$ cat src/hdl/cdv_pkg.sv
// Shared types and constants for the dead-band velocity step block.
package cdv_pkg;

   // Axis count and fixed field widths
   localparam int NUM_AXES  = 3;
   localparam int REG_W     = 23;
   localparam int VEL_W     = 24;
   localparam int QUO_W     = 23;
   localparam int CSR_IDX_W = 2;

   // Register stages in front of the divider
   localparam int FRONT_LAT = 3;

   // Register reset values
   localparam logic [REG_W-1:0] TOL_RESET  = 23'd655;
   localparam logic [REG_W-1:0] RATE_RESET = 23'd6554;

   // Configuration register indexes
   typedef enum logic [CSR_IDX_W-1:0] {
      CSR_POS_TOL  = 2'd0,
      CSR_VEL_RATE = 2'd1
   } csr_index_type;

   // Per-axis side band that travels alongside the quotient
   typedef struct packed {
      logic neg;   // result takes the negative sign
      logic kill;  // force the velocity to zero
      logic done;  // axis inside the dead band
   } axis_flag_type;

endpackage

$ cat src/hdl/cdv_divider.sv
// Pipelined restoring divider: one quotient bit per register stage.
module cdv_divider #(
   parameter int NUM_W = 47,
   parameter int DEN_W = 26
) (
   input  logic                       clock,
   input  logic                       enable,
   input  logic [NUM_W-1:0]           num,
   input  logic [DEN_W-1:0]           den,
   output logic [cdv_pkg::QUO_W-1:0]  quo
);
   import cdv_pkg::*;

   // Numerator is known to be below den * 2^QUO_W, so the top bits start below den
   logic [DEN_W-1:0] src_rem [QUO_W];
   logic [DEN_W-1:0] src_den [QUO_W];
   logic [QUO_W-1:0] src_low [QUO_W];
   logic [QUO_W-1:0] src_quo [QUO_W];
   logic [DEN_W:0]   trial   [QUO_W];
   logic             ge      [QUO_W];
   logic [DEN_W-1:0] nrem    [QUO_W-1];
   logic [QUO_W-1:0] nquo    [QUO_W];

   logic [DEN_W-1:0] rem_ff  [QUO_W-1];
   logic [DEN_W-1:0] den_ff  [QUO_W-1];
   logic [QUO_W-1:0] low_ff  [QUO_W-1];
   logic [QUO_W-1:0] quo_ff  [QUO_W];

   // Stage sources: the input for the first, the previous register after that
   always_comb begin
      src_rem[0] = DEN_W'(num[NUM_W-1:QUO_W]);
      src_den[0] = den;
      src_low[0] = num[QUO_W-1:0];
      src_quo[0] = '0;
      for (int k = 1; k < QUO_W; k++) begin
         src_rem[k] = rem_ff[k-1];
         src_den[k] = den_ff[k-1];
         src_low[k] = low_ff[k-1];
         src_quo[k] = quo_ff[k-1];
      end
   end

   // Trial subtract per stage
   always_comb begin
      for (int k = 0; k < QUO_W; k++) begin
         trial[k] = {src_rem[k], src_low[k][QUO_W-1-k]};
         ge[k]    = trial[k] >= {1'b0, src_den[k]};
         nquo[k]  = {src_quo[k][QUO_W-2:0], ge[k]};
      end
      for (int k = 0; k < QUO_W - 1; k++) begin
         nrem[k] = ge[k] ? DEN_W'(trial[k] - {1'b0, src_den[k]}) : trial[k][DEN_W-1:0];
      end
   end

   always_ff @(posedge clock) begin
      if (enable) begin
         for (int k = 0; k < QUO_W - 1; k++) begin
            rem_ff[k] <= nrem[k];
            den_ff[k] <= src_den[k];
            low_ff[k] <= src_low[k];
         end
         for (int k = 0; k < QUO_W; k++) begin
            quo_ff[k] <= nquo[k];
         end
      end
   end

   assign quo = quo_ff[QUO_W-1];

endmodule

$ cat config.mk
export PLATFORM = sky130hd
export DESIGN_NAME = cdv_divider
export DESIGN_NICKNAME = d
export VERILOG_FILES = /design/src/hdl/cdv_pkg.sv /design/src/hdl/cdv_divider.sv
export SDC_FILE = /design/constraint.sdc
export NUM_CORES = 2
export LEC_CHECK = 0
export BUFFER_PORTS_ARGS = -buffer_cell sky130_fd_sc_hd__buf_2
export CELL_PAD_IN_SITES_DETAIL_PLACEMENT = 1
export CELL_PAD_IN_SITES_GLOBAL_PLACEMENT = 1
export CORE_MARGIN = 2
export CORE_UTILIZATION = 48
export CTS_CLUSTER_SIZE = 30
export DETAILED_ROUTE_END_ITERATION = 10
export PLACE_DENSITY = 0.79
export SYNTH_ARGS = -nofsm -noshare
export SYNTH_HDL_FRONTEND = slang
export SYNTH_SLANG_ARGS = --single-unit
$ cat constraint.sdc
create_clock -name clock -period 3.99 [get_ports clock]
set_input_delay 0.5985 -clock clock [delete_from_list [all_inputs] [get_ports clock]]
set_output_delay 0.5985 -clock clock [all_outputs]
set_load 0.005 [all_outputs]
==> results.md <==
| Quantity | This run |
|---|---|
| Initial Utilization | 48.2% |
| Worst hold-check path type | input port to flop |
| Cell Int Power | 50600 µW |
| CP max-delay cell | a2111oi_0 |
| Count of port buffers added during placement | 97 |
| Number of remaining DRC errors | 0 |
| Total number of vias | 58100 |
| Clock network fraction of design power | 21.3% |
| Root buffer cell | clkbuf_16 |
| Setup repair after global routing missed its margin | no |
| Largest net degree at the start of global routing | 114 |
| Wire length of the first global-routing pass | 348000 µm |
| Max-slew headroom at the worst pin | 37.4% |
| Average vias per placed instance | 5.76 |
| Number of antenna violations at the first check in global routing | 4 |
| Worst hold slack after final layout | 0.0918 ns |
| Wire length after detailed routing | 225000 µm |
| Largest delay contributor family on the critical path | compound AO/OA/AOI/OAI gates |
| Share of the cycle needed by the critical path after routing | 95.5% |
| Final total power | 80600 µW |
| Switching Share | 37.3% |
| Hold violation count in the final report | 0 |
| Comb power frac | 44.0% |
| Routed length per instance | 22.3 µm |
| Classification of the worst setup path | flop to flop |
| Arrival time reported for the critical path endpoint | 4.40 ns |
| Clock slew at the register clock pins of the worst setup and hold paths | 0.06 ns |
| Count of mapped cells out of synthesis | 7224 |
| CTS tree | built |
| Post-route cell area | 99000 µm² |
| Post-DP Area | 92400 µm² |
| Result of the run | finished clean |
| GP Congestion | 0.919 |
| Area taken by multi-input logic gates | 34400 µm² |
| Synth Register Bits | 1673 |
| TNS Setup | 0 ns |
| Die ar. | 187000 µm² |
| Total power per unit cell area | 814 nW/µm² |
| Overflow left after global routing | 0 |
| Fmax | 262 MHz |
| Overall die width | 432 µm |
| Area of the placeable core | 183000 µm² |
| Clock tree skew after final layout | 0.0270 ns |
| Worst path bufs/invs | 1 |
| Io pins | 98 |
| Required time worst endpoint | 4.58 ns |
| VDD IR max | 0.378 mV |
| CTS H-Tree Depth | 4 |
| Total clock buffers created by CTS | 185 |
| Clk sink count | 1673 |
| Starting DRT DRC Count | 4104 |
| Nets@finish | 8243 |
| Tot GR Track Use | 23.8% |
| Fraction of final layout cells with drive strength greater than 1 | 11.6% |
| Worst-case clock buffer depth | 3 |
| Setup Viol. Count Final | 0 |
| Seq pwr share | 34.7% |
| Final core utilization | 54.2% |
| Reported net switching power | 30000 µW |
| Worst-Margin Slew | 0.940 ns |
| Count of fill cells added during filler insertion | 18600 |
| Row count | 157 |
| Count of synthesis-stage warnings from yosys | 0 |
| Register area | 50200 µm² |
| Via count of the first global-routing pass | 60600 |
| Element type at the critical path start | flop |
| Cell variety after synth | 93 |
| Max FO, Critical Path | 42 |
| Sequential area share after synthesis | 57.1% |
| Cells traversed along the worst timing path | ha_1 -> a2111oi_0 -> a21oi_1 -> a21boi_1 -> a221o_1 -> a41oi_1 -> o21a_1 -> o31a_1 -> buf_12 -> mux2_2 |
| Insertion delay of the later-clocked pin in the worst-skew pair | 0.85 ns |
| Synthesized net count | 7918 |
| Detail Placement HPWL | 167000 µm |
| Post-Syn Area | 88000 µm² |
| Number of antenna-violating nets in the routed design | 0 |
| Area growth from synthesis to final layout | 12.4% |
| CP Capture Type | flop |
| Delay contributed by the slowest stage of the critical path | 0.53 ns |
| Die extent in y | 432 µm |
| Most frequently used flop master after synthesis | edfxtp_1 |
| Standby leakage power | 0.0397 µW |
| Reported max-cap violation count | 0 |
| Count of final max-slew check failures | 0 |
| Synthesized area divided by synthesized cell count | 12.2 µm² |
| Asr flop ratio synth | 0% |
| Time the worst path needs with I/O delays and setup | 3.81 ns |
| Number of enable flip-flop cells after synthesis | 1673 |
| Pre-Repair DR Iteration Count | 6 |
==> state kept, by name, summed over array words and instances (netlist names) <==
signal,count
rem_ff,572
den_ff,572
low_ff,253
quo_ff,276
==> placed cells by master, fill, tap and decap left out, drive strengths merged, types with 277 or more instances in the layout <==
cell / instances
edfxtp: 1673
nor2: 336
xnor2: 280
mux2: 323
nand2: 413
a21o: 277
ha: 597
inv: 771
a21oi: 509
o21ai: 409
==> power groups by stage <==
stage          Clock, µW  Sequential [µW]  Combinational (µW)
2_1_floorplan          0            26700               25400
3_5_place_dp           0            28300               34600
5_1_grt            18200            28300               38800
4_1_cts            17600            28000               35200
6_report           17200            27900               35500
3_3_place_gp           0            28100               33200
==> cell type report <==
class                   instances  area share (%)
repair buffers                283            2.45
inverters                     760            2.88
well taps                    2385            3.01
clock buffers                 208            4.79
multi-input cells            4646            34.8
clock inverters               126            1.31
flip-flops and latches       1673            50.8
diodes                          3         0.00758
==> Yosys cell counts, types with 57 or more instances <==
cell type  instances  area [µm²]
a21o_1           277        2080
a21oi_1          508        2540
a31oi_1           65         407
and3_1            57         357
clkbuf_1         104         390
edfxtp_1        1673       50200
ha_1             597        7470
inv_1            760        2850
mux2_2           306        3450
nand2_1          413        1550
nand2b_1          68         425
nand3_1          112         561
nand4_1           94         588
nor2_1           336        1260
nor2b_1           97         607
nor3_1            87         435
o21a_1            74         556
o21ai_0          405        2030
o21bai_1          72         541
xnor2_1          280        2450
xor2_1           182        1590
==> kinds of logic after synthesis <==
logic type,after synthesis,share of synthesized area [%]
buffers and inverters,905,3.95
AO/OA/AOI/OAI,1795,13.1
flip-flops,1673,57.1
adder cells (fa/ha/maj),619,8.99
multiplexers,346,4.39
AND/OR/NAND/NOR,1424,7.85
XOR/XNOR,462,4.60
==> worst register-to-register path: cells and delay by family (launching register included) <==
| kind | cells | cell delay (ns) |
|---|---|---|
| compound gates | 7 | 2.17 |
| flops | 1 | 0.40 |
| mux | 1 | 0.39 |
| fa+ha+maj | 1 | 0.36 |
| buf+inv | 1 | 0.23 |
==> path summary, 6_finish.rpt <==
| check | start | slack [ns] | endpoint | cells after the start |
|---|---|---|---|---|
| max | rem_ff[0][31] | 0.18 | rem_ff[0][53] | 10 |
| min | num[24] | 0.09 | rem_ff[0][2] | 2 |
| max reg2reg | rem_ff[0][31] | 0.18 | rem_ff[0][53] | 10 |
| min reg2reg | low_ff[0][120] | 0.41 | low_ff[0][143] | 0 |
==> metrics by stage <==
stage          cells  setup slack, ns
3_3_place_gp    9698          -0.0120
3_5_place_dp    9698          -0.0277
5_1_grt        10100           0.0461
2_1_floorplan   7224           0.0902
6_report       10100            0.179
4_1_cts        10100           0.0267
==> metal layers <==
layer  global-route usage, %  vias up  wire, µm
li1                        -    27500         -
met1                    31.5    29000     98700
met2                    39.9     1218    109000
met3                    3.57      435      9660
met4                    8.56        4      7680
met5                       0        -        27
==> repair_timing <==
action,4_1_cts,5_1_grt
endpoints found under the hold margin,48,0
gates resized for setup,0,9
buffers inserted,0,1
endpoints found under the setup margin,0,86
hold buffers,48,0
Power figures use the tool's default switching activity.
