## src/hdl/cdv_pkg.sv

```systemverilog
// Shared types and constants for the dead-band velocity step block.
package cdv_pkg;

   // Axis count and fixed field widths
   localparam int NUM_AXES  = 3;
   localparam int REG_W     = 23;
   localparam int VEL_W     = 24;
   localparam int QUO_W     = 23;
   localparam int CSR_IDX_W = 2;

   // Register stages in front of the divider
   localparam int FRONT_LAT = 3;

   // Register reset values
   localparam logic [REG_W-1:0] TOL_RESET  = 23'd655;
   localparam logic [REG_W-1:0] RATE_RESET = 23'd6554;

   // Configuration register indexes
   typedef enum logic [CSR_IDX_W-1:0] {
      CSR_POS_TOL  = 2'd0,
      CSR_VEL_RATE = 2'd1
   } csr_index_type;

   // Per-axis side band that travels alongside the quotient
   typedef struct packed {
      logic neg;   // result takes the negative sign
      logic kill;  // force the velocity to zero
      logic done;  // axis inside the dead band
   } axis_flag_type;

endpackage

```

## src/hdl/cdv_front.sv

```systemverilog
// Front end: axis differences, magnitudes, dead-band test, L1 sum and rate products.
module cdv_front #(
   parameter int POS_WIDTH = 24
) (
   input  logic                                   clock,
   input  logic                                   enable,
   input  logic signed [POS_WIDTH-1:0]            meas [cdv_pkg::NUM_AXES],
   input  logic signed [POS_WIDTH-1:0]            goal [cdv_pkg::NUM_AXES],
   input  logic [cdv_pkg::REG_W-1:0]              tol,
   input  logic [cdv_pkg::REG_W-1:0]              rate,
   output logic [POS_WIDTH+1:0]                   sum_o,
   output logic [POS_WIDTH+cdv_pkg::REG_W:0]      prod_o [cdv_pkg::NUM_AXES],
   output cdv_pkg::axis_flag_type                 flag_o [cdv_pkg::NUM_AXES]
);
   import cdv_pkg::*;

   localparam int MAG_W  = POS_WIDTH + 1;
   localparam int SUM_W  = POS_WIDTH + 2;
   localparam int PROD_W = MAG_W + REG_W;
   localparam int CMP_W  = (MAG_W > REG_W) ? MAG_W : REG_W;

   logic signed [MAG_W-1:0] diff_in  [NUM_AXES];
   logic signed [MAG_W-1:0] diff_ff  [NUM_AXES];
   logic [MAG_W-1:0]        mag_in   [NUM_AXES];
   logic [MAG_W-1:0]        mag_ff   [NUM_AXES];
   logic                    neg_in   [NUM_AXES];
   logic                    neg_ff   [NUM_AXES];
   logic                    band_in  [NUM_AXES];
   logic                    band_ff  [NUM_AXES];
   logic [SUM_W-1:0]        sum_in;
   logic [SUM_W-1:0]        sum_ff;
   logic [PROD_W-1:0]       prod_in  [NUM_AXES];
   logic [PROD_W-1:0]       prod_ff  [NUM_AXES];
   axis_flag_type           flag_in  [NUM_AXES];
   axis_flag_type           flag_ff  [NUM_AXES];
   logic                    all_zero;

   // Stage 1: measured minus goal, one bit wider
   always_comb begin
      for (int a = 0; a < NUM_AXES; a++) begin
         diff_in[a] = {meas[a][POS_WIDTH-1], meas[a]} - {goal[a][POS_WIDTH-1], goal[a]};
      end
   end

   // Stage 2: magnitude, sign and dead-band test
   always_comb begin
      for (int a = 0; a < NUM_AXES; a++) begin
         mag_in[a]  = diff_ff[a][MAG_W-1] ? MAG_W'(-diff_ff[a]) : MAG_W'(diff_ff[a]);
         neg_in[a]  = !diff_ff[a][MAG_W-1] && (diff_ff[a] != '0);
         band_in[a] = CMP_W'(mag_in[a]) < CMP_W'(tol);
      end
   end

   // Stage 3: L1 sum and rate products
   always_comb begin
      all_zero = 1'b1;
      sum_in   = '0;
      for (int a = 0; a < NUM_AXES; a++) begin
         sum_in   = sum_in + SUM_W'(mag_ff[a]);
         all_zero = all_zero && (mag_ff[a] == '0);
      end
      for (int a = 0; a < NUM_AXES; a++) begin
         prod_in[a]      = PROD_W'(mag_ff[a]) * PROD_W'(rate);
         flag_in[a].neg  = neg_ff[a];
         flag_in[a].kill = band_ff[a] || all_zero;
         flag_in[a].done = band_ff[a];
      end
   end

   always_ff @(posedge clock) begin
      if (enable) begin
         for (int a = 0; a < NUM_AXES; a++) begin
            diff_ff[a] <= diff_in[a];
            mag_ff[a]  <= mag_in[a];
            neg_ff[a]  <= neg_in[a];
            band_ff[a] <= band_in[a];
            prod_ff[a] <= prod_in[a];
            flag_ff[a] <= flag_in[a];
         end
         sum_ff <= sum_in;
      end
   end

   assign sum_o  = sum_ff;
   assign prod_o = prod_ff;
   assign flag_o = flag_ff;

endmodule

```

## config.mk

```make
export PLATFORM = sky130hd
export DESIGN_NAME = cdv_front
export DESIGN_NICKNAME = d
export VERILOG_FILES = /design/src/hdl/cdv_pkg.sv /design/src/hdl/cdv_front.sv
export SDC_FILE = /design/constraint.sdc
export NUM_CORES = 2
export LEC_CHECK = 0
export ABC_AREA = 1
export BUFFER_PORTS_ARGS = -buffer_cell sky130_fd_sc_hd__buf_2
export CAP_MARGIN = 40
export CORE_UTILIZATION = 40
export CTS_CLUSTER_SIZE = 8
export DETAILED_ROUTE_END_ITERATION = 8
export PLACE_DENSITY = 0.53
export SLEW_MARGIN = 0
export SYNTH_ARGS = -nofsm -noshare
export SYNTH_HDL_FRONTEND = slang
export SYNTH_SLANG_ARGS = --single-unit
```

## constraint.sdc

```tcl
create_clock -name clock -period 7.6 [get_ports clock]
set_input_delay 0.38 -clock clock [delete_from_list [all_inputs] [get_ports clock]]
set_output_delay 0.38 -clock clock [all_outputs]
set_load 0.01 [all_outputs]
```

==> reports/results.md <==
| Stage | Result | Value |
| --- | --- | --- |
| outcome | Status | complete, but fails checks |
| outcome | Failing checks | design-rule violations |
| floorplan | Floorplan die height | 450 um |
| layout | Util after Layout | 44.2% |
| timing | Total count of hold-check failures in the final report | 0 |
| worst setup path | Family with the most delay on the worst path | adder cells |
| floorplan | Core region area | 0.200 mm2 |
| logic synthesis | Synthesized netlist net count | 12700 |
| logic synthesis | Part of the Yosys area used for sequential elements | 12.5% |
| worst setup path | Worst-path cell chain | buf_4 > nand2_1 > inv_1 > fa_1 > inv_1 > fa_1 > inv_1 > fa_1 > fa_1 > fa_1 > fa_1 > inv_1 > fa_1 > inv_1 > ha_1 > a21oi_1 > nor2_1 > nor2_1 > and2_1 > nand2_1 > a21oi_1 > xnor2_1 |
| drt | Number of vias in the routed layout | 65100 |
| floorplan | Row cnt | 164 |
| timing | Worst path setup slack after routing | 0.644 ns |
| logic synthesis | Proportion of register bits with asynchronous set or reset after synthesis | 0% |
| grt | Total congestion overflow after global routing | 0 |
| placed design | Count of port buffers added during placement | 370 |
| worst setup path | Endpoint class of the critical path | register |
| drt | Mean routed wirelength per cell | 18.6 um |
| worst setup path | Largest driver fanout on the critical path | 14 |
| worst setup path | Critical path start-end classification | register to register |
| cts | Clock transition time at the flip-flop clock pins of the worst setup and hold paths | 0.06 ns |
| logic synthesis | Leading register cell type out of synthesis | sky130_fd_sc_hd__edfxtp_1 |
| worst setup path | Total buffers and inverters traversed by the critical path | 6 |
| grt | Pin count of the biggest net entering global routing | 158 |
| grt | Number of global-route vias before repair | 69500 |
| worst setup path | Category of the worst setup path launch point | register |
| cts | Number of H-tree levels | 2 |
| layout | Fraction of layout instances using a drive strength above 1 | 6.93% |
| cts | Clock tree root driver cell | sky130_fd_sc_hd__clkbuf_16 |
| drt | Post-DRT Antenna Nets | 0 |
| worst setup path | Worst reg2reg path startpoint | mag_ff[0][64]$_DFFE_PP_ |
| worst setup path | Slowest Stage Delay on Critical Path | 0.90 ns |
| timing | Final sum of negative setup slack | 0 ns |
| worst setup path | Most frequent cell on the critical path | sky130_fd_sc_hd__fa_1 |
| floorplan | Die X | 450 um |
| timing | Final number of setup-violating endpoints | 0 |
| logic synthesis | Area of the mapped netlist | 0.0804 mm2 |
| flow run | Number of maximum-capacitance constraint violations | 0 |
| timing | Final Hold Slack | 0.0474 ns |
| worst setup path | Worst Setup SP | mag_ff[0][64]$_DFFE_PP_ |
| floorplan | I/O pin total | 371 |
| timing | Post-Route Skew | 0.0766 ns |
| worst setup path | CP Depth | 22 |
| drt | DR iter-0 viols | 3813 |
| logic synthesis | Number of cells produced by synthesis | 10400 |
| placed design | Placer's final routability congestion estimate | 0.921 |
| floorplan | Effective utilization at floorplan | 40.2% |
| timing | Ratio of final minimum period to clock period | 91.5% |
| timing | Actual transition at the worst max-transition pin | 0.934 ns |
| logic synthesis | Yosys cell types | 42 |
| cts | Resized Gates After CTS | 0 |
| worst setup path | Required time of the worst setup path | 8.01 ns |
| worst setup path | End of the worst register-to-register path | prod_o[29]$_DFFE_PP_ |
| worst setup path | Worst setup path end | prod_o[29]$_DFFE_PP_ |
| grt | Number of antenna violations at the first check in global routing | 15 |
| logic synthesis | Number of enable flip-flop cells after synthesis | 335 |
| cts | Number of buffers added by the clock tree synthesis step | 52 |
| layout | Number of nets in the layout | 13100 |
| timing | Setup repair after global routing missed its margin | no |
| cts | Insertion delay of the later-clocked pin in the worst-skew pair | 0.75 ns |
| cts | Clock tree sinks | 335 |
| worst setup path | CP max stage cell | sky130_fd_sc_hd__edfxtp_1 |
| drt | Number of remaining DRC errors | 36 |
| cts | CTS tree | built |
| timing | Min Tclk post-route | 6.96 ns |
| layout | Synthesis-to-layout area growth | 9.80% |
| worst setup path | Logic depth of the worst register-to-register path | 22 |
| worst hold path | Class of the worst hold path | input port to register |
| logic synthesis | Count of warnings emitted by yosys | 0 |
| placed design | Worst slack at placement | 0.395 ns |
| drt | Total detailed-routing wirelength | 249000 um |
| floorplan | Die area | 0.203 mm2 |
| grt | Wire length of the first global-routing pass | 396000 um |
| drt | First-pass detailed-route iteration total | 7 |
| layout | Leading cell types in the layout, fill and taps excluded | sky130_fd_sc_hd__nand2_1, sky130_fd_sc_hd__inv_1, sky130_fd_sc_hd__fa_1 |
| logic synthesis | Mean Syn Cell Area | 7.74 um2 |
| logic synthesis | #FFs+latches synth | 335 |
| cts | Clock buffer depth | 3 |
| layout | Leading cell type in the layout, fill and taps excluded | sky130_fd_sc_hd__nand2_1 |
| timing | Max_slew headroom | 37.7% |
| drt | Routed vias/inst | 4.86 |
| timing | Fmax | 0.144 GHz |
| placed design | Detailed placer's ending HPWL | 205000 um |
| worst setup path | Critical path data arrival time | 7.37 ns |
| timing | Number of max-slew violations in the final report | 0 |
| worst setup path | Worst setup slack for register-to-register paths | 0.64 ns |
| grt | Combined global-route utilization of all metal layers | 25.1% |
==> layout make-up <==
type	count	area [um2]
diodes	6	15.0
multi-input cells	6718	57800
inverters	3001	11300
clock buffers	59	1330
repair buffers	598	4340
fillers	20500	112000
flip-flops and latches	335	10100
well taps	2656	3320
clock inverters	13	169
==> what timing repair did <==
action                    CTS  global route
hold buffers                1             0
setup buffers               0             0
hold endpoints to repair    1             0
==> worst min-delay path by stage <==
stage	cells past startpoint	end	start	slack (ns)
2_1_floorplan	0	flag_o[2]$_DFFE_PP_	neg_ff[0][2]$_DFFE_PP_	0.40
3_5_place_dp	0	flag_o[8]$_DFFE_PP_	neg_ff[0][0]$_DFFE_PP_	0.41
4_1_cts	3	diff_ff[0][25]$_DFFE_PP_	goal[24]	0.006
5_1_grt	3	diff_ff[0][25]$_DFFE_PP_	goal[24]	0.04
3_3_place_gp	0	flag_o[8]$_DFFE_PP_	neg_ff[0][0]$_DFFE_PP_	0.40
6_report	3	diff_ff[0][25]$_DFFE_PP_	goal[24]	0.05
==> metal layers <==
| layer | routed length, um | global-route usage [%] | part of all wire (%) | up-vias |
|---|---|---|---|---|
| met2 | 119000 | 42.8 | 48 | 1839 |
| li1 | - | - | - | 30600 |
| met4 | 9170 | 8.42 | 3.7 | 14 |
| met3 | 13800 | 3.03 | 5.5 | 401 |
| met5 | 103 | 0 | 0.041 | - |
| met1 | 107000 | 32.9 | 43 | 32200 |
==> registers in the layout, indices dropped and copies added (netlist names) <==
register and count:
prod_o 144, sum_o 26, band_ff 3, neg_ff 3, mag_ff 75, flag_o 9, diff_ff 75
==> logic make-up after synthesis <==
| kind of cell | count (synthesis) | share of synthesized area, % |
|---|---|---|
| AO/OA/AOI/OAI | 468 | 3.20 |
| XOR/XNOR | 207 | 2.25 |
| AND/OR/NAND/NOR | 3887 | 19.2 |
| flip-flops | 335 | 12.5 |
| buffers and inverters | 3345 | 15.6 |
| adder cells (fa/ha/maj) | 2156 | 47.2 |
==> metrics by stage <==
step / instance area [um2] / std cells
floorplan: 80400 / 10400
global placement: 86100 / 13300
detailed placement: 86800 / 13300
CTS: 88300 / 13400
global route: 88300 / 13400
finish: 88300 / 13400
==> cell usage after synthesis (4+ instances only) <==
cell	instances	share of area [%]
sky130_fd_sc_hd__o31ai_1	5	0.047
sky130_fd_sc_hd__clkbuf_1	262	1.2
sky130_fd_sc_hd__or2_2	4	0.031
sky130_fd_sc_hd__nand4_1	66	0.51
sky130_fd_sc_hd__xnor2_1	56	0.61
sky130_fd_sc_hd__inv_1	2993	14
sky130_fd_sc_hd__a31oi_1	9	0.070
sky130_fd_sc_hd__and2_1	4	0.031
sky130_fd_sc_hd__nand2_2	27	0.21
sky130_fd_sc_hd__nor3_2	7	0.087
sky130_fd_sc_hd__o21a_1	7	0.065
sky130_fd_sc_hd__a21oi_1	275	1.7
sky130_fd_sc_hd__o21ai_1	6	0.037
sky130_fd_sc_hd__nand2_1	3060	14
sky130_fd_sc_hd__nor3_1	37	0.23
sky130_fd_sc_hd__nor4_1	42	0.33
sky130_fd_sc_hd__a211oi_1	4	0.037
sky130_fd_sc_hd__xor2_1	151	1.6
sky130_fd_sc_hd__o21bai_1	36	0.34
sky130_fd_sc_hd__o21ai_2	13	0.14
sky130_fd_sc_hd__inv_2	7	0.033
sky130_fd_sc_hd__and3_1	6	0.047
sky130_fd_sc_hd__edfxtp_1	335	13
sky130_fd_sc_hd__nor2_2	8	0.062
sky130_fd_sc_hd__a21o_1	12	0.11
sky130_fd_sc_hd__nor2_1	407	1.9
sky130_fd_sc_hd__buf_1	80	0.37
sky130_fd_sc_hd__fa_1	1469	37
sky130_fd_sc_hd__and3_2	4	0.037
sky130_fd_sc_hd__ha_1	687	11
sky130_fd_sc_hd__nand3_1	199	1.2
sky130_fd_sc_hd__o21ai_0	96	0.60
sky130_fd_sc_hd__nand3_2	12	0.15
==> worst min-delay path: stages <==
cell and delay, ns:
sky130_fd_sc_hd__buf_2 0.08, sky130_fd_sc_hd__ha_1 0.11, sky130_fd_sc_hd__inv_1 0.04
Power is not shown: default switching activity piles up to over one toggle a cycle in this logic, so the estimate is an artifact.
